$ cat config.mk
export PLATFORM = sky130hd
export DESIGN_NAME = shuffled_lcg_random_generator_core_flat
export DESIGN_NICKNAME = d
export VERILOG_FILES = /design/src/rtl/core/slg_pkg.sv /design/src/rtl/core/slg_ifs.sv /design/src/rtl/core/slg_ram.sv /design/src/rtl/core/slg_step.sv /design/src/rtl/core/shuffled_lcg_random_generator_core.sv /design/src/flat_wrapper.sv
export SDC_FILE = /design/constraint.sdc
export NUM_CORES = 1
export LEC_CHECK = 0
export BUFFER_PORTS_ARGS = -buffer_cell sky130_fd_sc_hd__buf_2
export CORE_UTILIZATION = 50
export CTS_CLUSTER_DIAMETER = 120
export DETAILED_ROUTE_END_ITERATION = 8
export GPL_TIMING_DRIVEN = 0
export PLACE_DENSITY = 0.66
export SETUP_SLACK_MARGIN = 0.5
export SYNTH_ARGS = -nofsm -noshare
export SYNTH_HDL_FRONTEND = slang
export SYNTH_SLANG_ARGS = --single-unit
$ cat constraint.sdc
create_clock -name clk -period 10.7 [get_ports clk]
set_input_delay 1.605 -clock clk [delete_from_list [all_inputs] [get_ports clk]]
set_output_delay 1.605 -clock clk [all_outputs]
set_load 0.01 [all_outputs]
$ cat src/rtl/core/slg_pkg.sv
// Shared constants and types for the shuffled LCG random generator.
`timescale 1ns / 1ps
`default_nettype none

package slg_pkg;

    localparam int VAL_W       = 31;
    localparam int MUL_W       = 15;
    localparam int PROD_W      = VAL_W + MUL_W;
    localparam int TABLE_SLOTS = 16;
    localparam int SLOT_W      = $clog2(TABLE_SLOTS);
    localparam int CNT_W       = $clog2(TABLE_SLOTS + 2);

    localparam logic [VAL_W-1:0] SEED_MASK = 31'h3fc9_1ab4;
    localparam logic [VAL_W-1:0] LCG_MOD   = 31'h7fff_ffff;
    localparam logic [MUL_W-1:0] LCG_MUL   = 15'd16807;

    // step index of the last reseed step (slot select, table fill, core value)
    localparam logic [CNT_W-1:0] LAST_STEP = CNT_W'(TABLE_SLOTS + 1);

    typedef struct packed {
        logic             go;
        logic [VAL_W-1:0] operand;
    } step_req_t;

    typedef struct packed {
        logic             done;
        logic [VAL_W-1:0] result;
    } step_rsp_t;

endpackage

`default_nettype wire

$ cat src/rtl/core/slg_ifs.sv
// Valid/ready channel interfaces for request and response beats.
`timescale 1ns / 1ps
`default_nettype none

interface slg_req_if;
    logic                     valid;
    logic                     ready;
    logic                     cmd;
    logic [slg_pkg::VAL_W-1:0] seed;

    modport source (output valid, output cmd, output seed, input ready);
    modport sink   (input valid, input cmd, input seed, output ready);
endinterface

interface slg_rsp_if;
    logic                     valid;
    logic                     ready;
    logic [slg_pkg::VAL_W-1:0] number;

    modport source (output valid, output number, input ready);
    modport sink   (input valid, input number, output ready);
endinterface

`default_nettype wire

$ cat src/rtl/core/slg_ram.sv
// Generic single-clock RAM, one write and one read port, registered read.
`timescale 1ns / 1ps
`default_nettype none

module slg_ram #(
    parameter int WIDTH = 31,
    parameter int DEPTH = 16
) (
    input  wire logic                     clk,
    input  wire logic                     wr_en,
    input  wire logic [$clog2(DEPTH)-1:0] wr_addr,
    input  wire logic [WIDTH-1:0]         wr_data,
    input  wire logic                     rd_en,
    input  wire logic [$clog2(DEPTH)-1:0] rd_addr,
    output logic      [WIDTH-1:0]         rd_data
);

    logic [WIDTH-1:0] mem_reg [DEPTH];

    always_ff @(posedge clk)
    begin
        if (wr_en)
        begin
            mem_reg[wr_addr] <= wr_data;
        end
        if (rd_en)
        begin
            rd_data <= mem_reg[rd_addr];
        end
    end

endmodule

`default_nettype wire

$ cat src/rtl/core/slg_step.sv
// Two-stage Park-Miller step: x * 16807 mod (2^31 - 1).
`timescale 1ns / 1ps
`default_nettype none

module slg_step (
    input  wire logic               clk,
    input  wire logic               rst_n,
    input  wire slg_pkg::step_req_t req,
    output slg_pkg::step_rsp_t      rsp
);

    logic [slg_pkg::PROD_W-1:0] prod_reg;
    logic [slg_pkg::PROD_W-1:0] prod_next;
    logic                       busy_reg;
    logic                       done_reg;
    logic [slg_pkg::VAL_W-1:0]  result_reg;
    logic [slg_pkg::VAL_W-1:0]  result_next;
    logic [slg_pkg::VAL_W:0]    fold_sum;

    assign prod_next = {{slg_pkg::MUL_W{1'b0}}, req.operand}
                     * {{slg_pkg::VAL_W{1'b0}}, slg_pkg::LCG_MUL};

    // 2^31 == 1 mod the modulus: add high part into low part, one correction
    assign fold_sum = {1'b0, prod_reg[slg_pkg::VAL_W-1:0]}
                    + {{(slg_pkg::VAL_W + 1 - slg_pkg::MUL_W){1'b0}},
                       prod_reg[slg_pkg::PROD_W-1:slg_pkg::VAL_W]};

    always_comb
    begin
        if (fold_sum >= {1'b0, slg_pkg::LCG_MOD})
        begin
            result_next = slg_pkg::VAL_W'(fold_sum - {1'b0, slg_pkg::LCG_MOD});
        end
        else
        begin
            result_next = fold_sum[slg_pkg::VAL_W-1:0];
        end
    end

    always_ff @(posedge clk or negedge rst_n)
    begin
        if (!rst_n)
        begin
            busy_reg <= 1'b0;
            done_reg <= 1'b0;
        end
        else
        begin
            busy_reg <= req.go;
            done_reg <= busy_reg;
        end
    end

    always_ff @(posedge clk)
    begin
        prod_reg   <= prod_next;
        result_reg <= result_next;
    end

    assign rsp.done   = done_reg;
    assign rsp.result = result_reg;

endmodule

`default_nettype wire

$ cat src/rtl/core/shuffled_lcg_random_generator_core.sv
// Top level: shuffled Park-Miller generator with table RAM and sequencer.
`timescale 1ns / 1ps
`default_nettype none

// A draw beat (cmd = 1) returns the selected shuffle-table entry on rsp: one
// table RAM read that overlaps the step unit (multiply, then Mersenne fold),
// then the write-back. A reseed beat (cmd = 0) gives no response and runs 18
// chained steps through the same step unit. One beat is in work at a time; a
// finished number waits in the output register and stalls only the next
// draw's completion. Draws before the first reseed return 0.

module shuffled_lcg_random_generator_core (
    input  wire logic clk,
    input  wire logic rst_n,
    slg_req_if.sink   req,
    slg_rsp_if.source rsp
);

    typedef enum logic [3:0] {
        ST_IDLE = 4'b0001,
        ST_SEED = 4'b0010,
        ST_DRAW = 4'b0100,
        ST_OUT  = 4'b1000
    } state_t;

    state_t                      state_reg;
    state_t                      state_next;
    logic [slg_pkg::CNT_W-1:0]   cnt_reg;
    logic [slg_pkg::CNT_W-1:0]   cnt_next;
    logic [slg_pkg::CNT_W-1:0]   cnt_m1;
    logic [slg_pkg::VAL_W-1:0]   lcg_reg;
    logic [slg_pkg::VAL_W-1:0]   lcg_next;
    logic [slg_pkg::SLOT_W-1:0]  slot_reg;
    logic [slg_pkg::SLOT_W-1:0]  slot_next;
    logic                        live_reg;
    logic                        live_next;
    logic                        rsp_valid_reg;
    logic                        rsp_valid_next;
    logic [slg_pkg::VAL_W-1:0]   number_reg;
    logic [slg_pkg::VAL_W-1:0]   number_next;

    slg_pkg::step_req_t          step_req;
    slg_pkg::step_rsp_t          step_rsp;

    logic                        accept;
    logic                        out_free;
    logic [slg_pkg::VAL_W-1:0]   seed_mix;
    logic [slg_pkg::VAL_W-1:0]   rd_data;
    logic [slg_pkg::VAL_W-1:0]   drawn;
    logic                        wr_en;
    logic [slg_pkg::SLOT_W-1:0]  wr_addr;
    logic                        rd_en;

    assign req.ready = (state_reg == ST_IDLE);
    assign accept    = req.valid && req.ready;
    assign out_free  = !rsp_valid_reg || rsp.ready;

    assign seed_mix = (req.seed == slg_pkg::SEED_MASK) ? req.seed
                                                       : (req.seed ^ slg_pkg::SEED_MASK);

    // table reads as zero until the first reseed has filled it
    assign drawn  = live_reg ? rd_data : '0;
    assign cnt_m1 = cnt_reg - 1'b1;

    assign rd_en = accept && req.cmd;

    always_comb
    begin
        step_req.go      = 1'b0;
        step_req.operand = step_rsp.result;
        wr_en            = 1'b0;
        wr_addr          = slot_reg;
        state_next       = state_reg;
        cnt_next         = cnt_reg;
        lcg_next         = lcg_reg;
        slot_next        = slot_reg;
        live_next        = live_reg;
        rsp_valid_next   = rsp_valid_reg && !rsp.ready;
        number_next      = number_reg;

        case (state_reg)
            ST_IDLE:
            begin
                if (accept)
                begin
                    step_req.go      = 1'b1;
                    step_req.operand = req.cmd ? lcg_reg : seed_mix;
                    cnt_next         = '0;
                    state_next       = req.cmd ? ST_DRAW : ST_SEED;
                end
            end
            ST_SEED:
            begin
                if (step_rsp.done)
                begin
                    cnt_next = cnt_reg + 1'b1;
                    if (cnt_reg == '0)
                    begin
                        slot_next = step_rsp.result[slg_pkg::SLOT_W-1:0];
                    end
                    if (cnt_reg == slg_pkg::LAST_STEP)
                    begin
                        lcg_next   = step_rsp.result;
                        live_next  = 1'b1;
                        state_next = ST_IDLE;
                    end
                    else
                    begin
                        step_req.go = 1'b1;
                        if (cnt_reg != '0)
                        begin
                            wr_en   = 1'b1;
                            wr_addr = cnt_m1[slg_pkg::SLOT_W-1:0];
                        end
                    end
                end
            end
            ST_DRAW:
            begin
                if (step_rsp.done)
                begin
                    wr_en     = 1'b1;
                    lcg_next  = step_rsp.result;
                    slot_next = drawn[slg_pkg::SLOT_W-1:0];
                    if (out_free)
                    begin
                        rsp_valid_next = 1'b1;
                        number_next    = drawn;
                        state_next     = ST_IDLE;
                    end
                    else
                    begin
                        state_next = ST_OUT;
                    end
                end
            end
            ST_OUT:
            begin
                if (out_free)
                begin
                    rsp_valid_next = 1'b1;
                    number_next    = drawn;
                    state_next     = ST_IDLE;
                end
            end
            default:
            begin
                state_next = ST_IDLE;
            end
        endcase
    end

    always_ff @(posedge clk or negedge rst_n)
    begin
        if (!rst_n)
        begin
            state_reg     <= ST_IDLE;
            cnt_reg       <= '0;
            lcg_reg       <= '0;
            slot_reg      <= '0;
            live_reg      <= 1'b0;
            rsp_valid_reg <= 1'b0;
        end
        else
        begin
            state_reg     <= state_next;
            cnt_reg       <= cnt_next;
            lcg_reg       <= lcg_next;
            slot_reg      <= slot_next;
            live_reg      <= live_next;
            rsp_valid_reg <= rsp_valid_next;
        end
    end

    always_ff @(posedge clk)
    begin
        number_reg <= number_next;
    end

    assign rsp.valid  = rsp_valid_reg;
    assign rsp.number = number_reg;

    slg_step u_step (
        .clk   (clk),
        .rst_n (rst_n),
        .req   (step_req),
        .rsp   (step_rsp)
    );

    slg_ram #(
        .WIDTH (slg_pkg::VAL_W),
        .DEPTH (slg_pkg::TABLE_SLOTS)
    ) u_table (
        .clk     (clk),
        .wr_en   (wr_en),
        .wr_addr (wr_addr),
        .wr_data (step_rsp.result),
        .rd_en   (rd_en),
        .rd_addr (slot_reg),
        .rd_data (rd_data)
    );

endmodule

`default_nettype wire

$ cat src/flat_wrapper.sv
// flat-port wrapper written by rule: the top's interface ports become plain ports
module shuffled_lcg_random_generator_core_flat 
  (clk, rst_n, req_valid, req_cmd, req_seed, req_ready, rsp_valid, rsp_number, rsp_ready);
  slg_req_if req_i ();
  slg_rsp_if rsp_i ();
  input  wire logic clk;
  input  wire logic rst_n;
  input wire logic [$bits(req_i.valid)-1:0] req_valid;
  input wire logic [$bits(req_i.cmd)-1:0] req_cmd;
  input wire logic [$bits(req_i.seed)-1:0] req_seed;
  output wire logic [$bits(req_i.ready)-1:0] req_ready;
  output wire logic [$bits(rsp_i.valid)-1:0] rsp_valid;
  output wire logic [$bits(rsp_i.number)-1:0] rsp_number;
  input wire logic [$bits(rsp_i.ready)-1:0] rsp_ready;
  assign req_i.valid = req_valid;
  assign req_i.cmd = req_cmd;
  assign req_i.seed = req_seed;
  assign req_ready = req_i.ready;
  assign rsp_valid = rsp_i.valid;
  assign rsp_number = rsp_i.number;
  assign rsp_i.ready = rsp_ready;
  shuffled_lcg_random_generator_core u_core (.clk(clk), .rst_n(rst_n), .req(req_i), .rsp(rsp_i));
endmodule
==> metrics.sh <==
OUTCOME='finished, final reports clean'
YOSYS.CELL_TYPES.COUNT=71
NUMBER_OF_INSERTED_FILLER_CELLS_IN_THE_FINAL_LAYOUT=5258
SYNTH_SEQ_CELLS=683
TIMING.REG2REG.WORST_PATH_DEPTH=27
CLK_LATENCY_NS=0.60
POSTSYNTH.ASYNCRESETSHARE_PCT=7.03
WORST_PATH_DOMINANT_CELL_FAMILY='compound AO/OA/AOI/OAI gates'
PLACE.DETAILED.HPWL_UM=60800
CRIT_PATH_MAX_FANOUT=10
FIRST_PASS_ITERS=5
MAX-CLOCK-PATH-BUFFERS=3
SETUP-VIOLATIONS-FINAL=0
SYN-INSTANCE-COUNT=2303
MAX_SLEW_VIOLATION_COUNT=0
GLOBAL_ROUTE.OVERFLOW_TOTAL=0
DIEAREA_UM2=69800
CTS.SINKS=683
ANTENNADIODECOUNT=0
TIMING.FINAL.CRIT_PERIOD_NS=9.84
MIN-DELAY-PATH-CLASS='reg -> reg'
SETUP.WORST_PATH.CLASS='in -> reg'
NUM_ROWS=95
LEAST_SETUP_SLACK_ACROSS_ALL_PATHS_AFTER_LAYOUT_NS=0.861
MAX_FREQ_MHz=102
VIAS=19673
MET1_LENGTH_UM=34000
HTREEDEPTH=3
CTS_ROOT_BUFFER='sky130_fd_sc_hd__clkbuf_16'
ANTENNA_NETS_POST_ROUTE=0
MAX_STAGE_DELAY_NS=0.55
IO_BUFFERS=67
DETAIL_ROUTE.DRC_VIOLATIONS=0
SYNTH-SEQ-AREA-SHARE_PCT=56.7
VIA_PER_INSTANCE_RATIO=5.81
LARGEST_REGISTER_FF_COUNT=496
CRIT_ARRIVAL_NS=10.28
ROUTED_WIRELENGTH_UM=83800
ROUTED_WIRE_LENGTH_PER_INSTANCE_UM=24.8
GRT_SETUP_UNREPAIRED='false'
SYNTH_AREA_UM2=34400
SYNTH-EDFF-COUNT=558
LAYOUT.NETS=2831
CRIT_PATH_TOP_DELAY_CELL='sky130_fd_sc_hd__fa_1'
WORST-SLEW-PIN-TRANSITION_NS=1.27
POST_SYNTHESIS_NET_COUNT=2672
TOTALNEGATIVESETUPSLACK_NS=0
IO_PINS=69
WORST-ENDPOINT-REQUIRED_NS=11.14
FINAL_HOLD_VIOL_COUNT=0
CTS-BUFFERS-INSERTED=69
TYPE_OF_DESTINATION_OF_THE_CRITICAL_PATH='register'
TRITONCTS='built'
AREAGROWTHSYNTHTOFINISH_PCT=12.1
SYNTH_FF_TYPE='sky130_fd_sc_hd__edfxtp_1'
CRIT_CELLS=31
CTS_SETUP_BUFFERS=0
MET3_LENGTH_UM=4870
X_DIMENSION_OF_THE_DIE_UM=264
ROUTE.TOP_LAYER_USED='met4'
WORSTSETUPSTARTPOINTTYPE='input port'
POST_ROUTE_CELLS_DRIVE_ABOVE_1_SHARE_PCT=15.9
DETAIL_ROUTE.ITER0.VIOLATIONS=1743
CAP_VIOL_MAX_COUNT=0
YOSYSWARNINGCOUNT=0
DIE_HEIGHT_UM=264
PRE_CTS_SLACK_NS=-0.0524
INITIAL_UTILIZATION_PCT=50.8
CLK_PIN_SLEW_NS=0.06
MET2ROUTEDLENGTH_UM=41700
CTS_HOLD_BUFFERS=0
VIA_COUNT_OF_THE_FIRST_GLOBAL_ROUTING_PASS=20457
FINAL.SETUP_SKEW_NS=0.0251
CP.BUFFERS_INVERTERS=8
WORST_SLEW_MARGIN_REL_PCT=15.5
GRT_START_MAX_NET_PINS=49
HOLDPATHSTAGES=0
DESIGN.CORE.AREA_UM2=67600
MIN_PERIOD_OVER_PERIOD_PCT=91.9
SYNTH_AREA_PER_INST_UM2=14.9
GP_ROUTABILITY_CONGESTION=0.942
GRT_PASS1_WL_UM=125000
CRITPATHMOSTFREQUENTCELL='sky130_fd_sc_hd__inv_1'
GRT_USE_TOTAL_PCT=24.5
GRT_ANTENNA_BEFORE_REPAIR=0
## timing repair
action                                 4_1_cts  5_1_grt
resized for setup                            0        3
setup endpoints to repair                    0        4
endpoints found under the hold margin        0        0
## worst reg2reg max path: stages, from the launching register on
cell,delay [ns]
sky130_fd_sc_hd__dfstp_2,0.55
sky130_fd_sc_hd__nor4b_1,0.48
sky130_fd_sc_hd__nand2_1,0.49
sky130_fd_sc_hd__clkbuf_1,0.39
sky130_fd_sc_hd__clkbuf_1,0.34
sky130_fd_sc_hd__o21ai_1,0.62
sky130_fd_sc_hd__inv_1,0.26
sky130_fd_sc_hd__fa_1,0.61
sky130_fd_sc_hd__inv_1,0.05
sky130_fd_sc_hd__ha_1,0.29
sky130_fd_sc_hd__fa_1,0.51
sky130_fd_sc_hd__inv_1,0.05
sky130_fd_sc_hd__fa_1,0.47
sky130_fd_sc_hd__inv_1,0.05
sky130_fd_sc_hd__fa_1,0.53
sky130_fd_sc_hd__inv_1,0.05
sky130_fd_sc_hd__fa_1,0.52
sky130_fd_sc_hd__inv_1,0.04
sky130_fd_sc_hd__ha_1,0.34
sky130_fd_sc_hd__and4_1,0.22
sky130_fd_sc_hd__a221o_1,0.37
sky130_fd_sc_hd__o31a_1,0.38
sky130_fd_sc_hd__o311ai_1,0.48
sky130_fd_sc_hd__a21oi_1,0.18
sky130_fd_sc_hd__o21ba_2,0.24
sky130_fd_sc_hd__o2111a_1,0.24
sky130_fd_sc_hd__o21ai_0,0.26
sky130_fd_sc_hd__xnor2_1,0.30
## final timing paths
path / startpoint / end / slack (ns)
worst min-delay path: u_core.u_step.busy_reg$_DFF_PN0_ / u_core.u_step.done_reg$_DFF_PN0_ / 0.35
worst min register to register: u_core.u_step.busy_reg$_DFF_PN0_ / u_core.u_step.done_reg$_DFF_PN0_ / 0.35
worst max-delay path: req_seed[8] / u_core.u_step.prod_reg[44]$_DFF_P_ / 0.86
min in group asynchronous: rst_n / u_core.rsp.valid$_DFF_PN0_ / 1.25
worst max register to register: u_core.state_reg[0]$_DFFE_PN1P_ / u_core.u_step.prod_reg[44]$_DFF_P_ / 1.25
max in group asynchronous: rst_n / u_core.live_reg$_DFFE_PN0P_ / 8.64
## cells in the mapped netlist (all sizes together) (8+ instances only)
master	instances	area (µm²)
clkbuf	47	176
fa	131	2620
dfrtp	47	1180
mux2i	19	190
o21a	10	75.1
buf	18	78.8
nor3	12	75.1
o211ai	8	60.1
and2	40	250
inv	330	1240
xor2	33	289
xnor2	61	534
a211oi	12	90.1
nand2	94	353
o21ai	55	275
a221oi	18	158
mux4	155	3490
a21oi	76	384
ha	202	2530
o21bai	12	90.1
edfxtp	558	16800
dfxtp	77	1540
nor2	79	297
and3	17	106
mux2	16	184
nand2b	8	50.1
nand4	15	93.8
nand3	16	80.1
a21o	46	345
## layout make-up
type / instances / area, µm² / area share, %
plain buffers: 65 / 255 / 0.663
clock buffers: 80 / 1820 / 4.73
clock inverters: 40 / 324 / 0.841
inverters: 330 / 1240 / 3.22
multi-input cells: 1225 / 13500 / 35.1
flip-flops and latches: 683 / 19500 / 50.6
well taps: 873 / 1090 / 2.84
repair buffers: 88 / 771 / 2.00
## placed cells by master (no fill, tap or decap), types with 8 or more instances in the layout
master	Yosys	layout
sky130_fd_sc_hd__a21o_1	46	46
sky130_fd_sc_hd__a211oi_1	12	12
sky130_fd_sc_hd__o21a_1	10	10
sky130_fd_sc_hd__buf_1	14	14
sky130_fd_sc_hd__mux2i_1	19	19
sky130_fd_sc_hd__and2_1	40	40
sky130_fd_sc_hd__mux4_2	155	155
sky130_fd_sc_hd__clkbuf_1	47	54
sky130_fd_sc_hd__nand2b_1	8	8
sky130_fd_sc_hd__nand3_1	16	16
sky130_fd_sc_hd__buf_2	3	70
sky130_fd_sc_hd__xor2_1	33	33
sky130_fd_sc_hd__nor2_4	0	17
sky130_fd_sc_hd__buf_12	0	11
sky130_fd_sc_hd__nor3_1	9	9
sky130_fd_sc_hd__nor2_1	79	62
sky130_fd_sc_hd__dfxtp_1	77	77
sky130_fd_sc_hd__mux2_2	15	15
sky130_fd_sc_hd__a21oi_1	75	75
sky130_fd_sc_hd__clkinv_2	0	16
sky130_fd_sc_hd__edfxtp_1	558	558
sky130_fd_sc_hd__o21ai_0	55	50
sky130_fd_sc_hd__o211ai_1	8	8
sky130_fd_sc_hd__fa_1	131	131
sky130_fd_sc_hd__xnor2_1	61	61
sky130_fd_sc_hd__o21bai_1	12	12
sky130_fd_sc_hd__nand2_1	94	94
sky130_fd_sc_hd__nand4_1	15	15
sky130_fd_sc_hd__dfrtp_1	47	47
sky130_fd_sc_hd__ha_1	202	202
sky130_fd_sc_hd__inv_1	330	330
sky130_fd_sc_hd__a221oi_1	18	18
sky130_fd_sc_hd__clkinv_1	0	13
sky130_fd_sc_hd__and3_1	17	17
sky130_fd_sc_hd__clkbuf_16	0	71
## per-layer routing
layer	up-vias	track usage, %
met3	146	3.43
met2	730	41.9
met5	-	0
met1	10044	31.3
li1	8753	-
met4	0	10.1
## kinds of logic (layout without fill, tap and decap cells)
logic type,Yosys count,after routing,synth area share [%]
muxes,190,190,11.2
and+or+nand+nor,327,327,4.91
DFF,683,683,56.7
adders and majority gates,333,333,15.0
AOI/OAI and AO/OA,281,281,5.39
xor gates and xnor gates,94,94,2.40
buffers and inverters,395,603,4.35
## stage by stage
stage                     utilization (%)  std cells  cell area, µm²  hold slack, ns
after floorplan                         -       2303           34400           0.331
after global placement               52.9       3243           35800           0.335
after detailed placement             53.8       3264           36400           0.335
after CTS                            56.9       3384           38500           0.354
after global routing                 57.0       3384           38500           0.361
final                                57.0       3384           38500           0.351
Power is left out: the tool's default activity adds up to more than one toggle a clock period on the data nets, which glitch-free logic cannot reach.
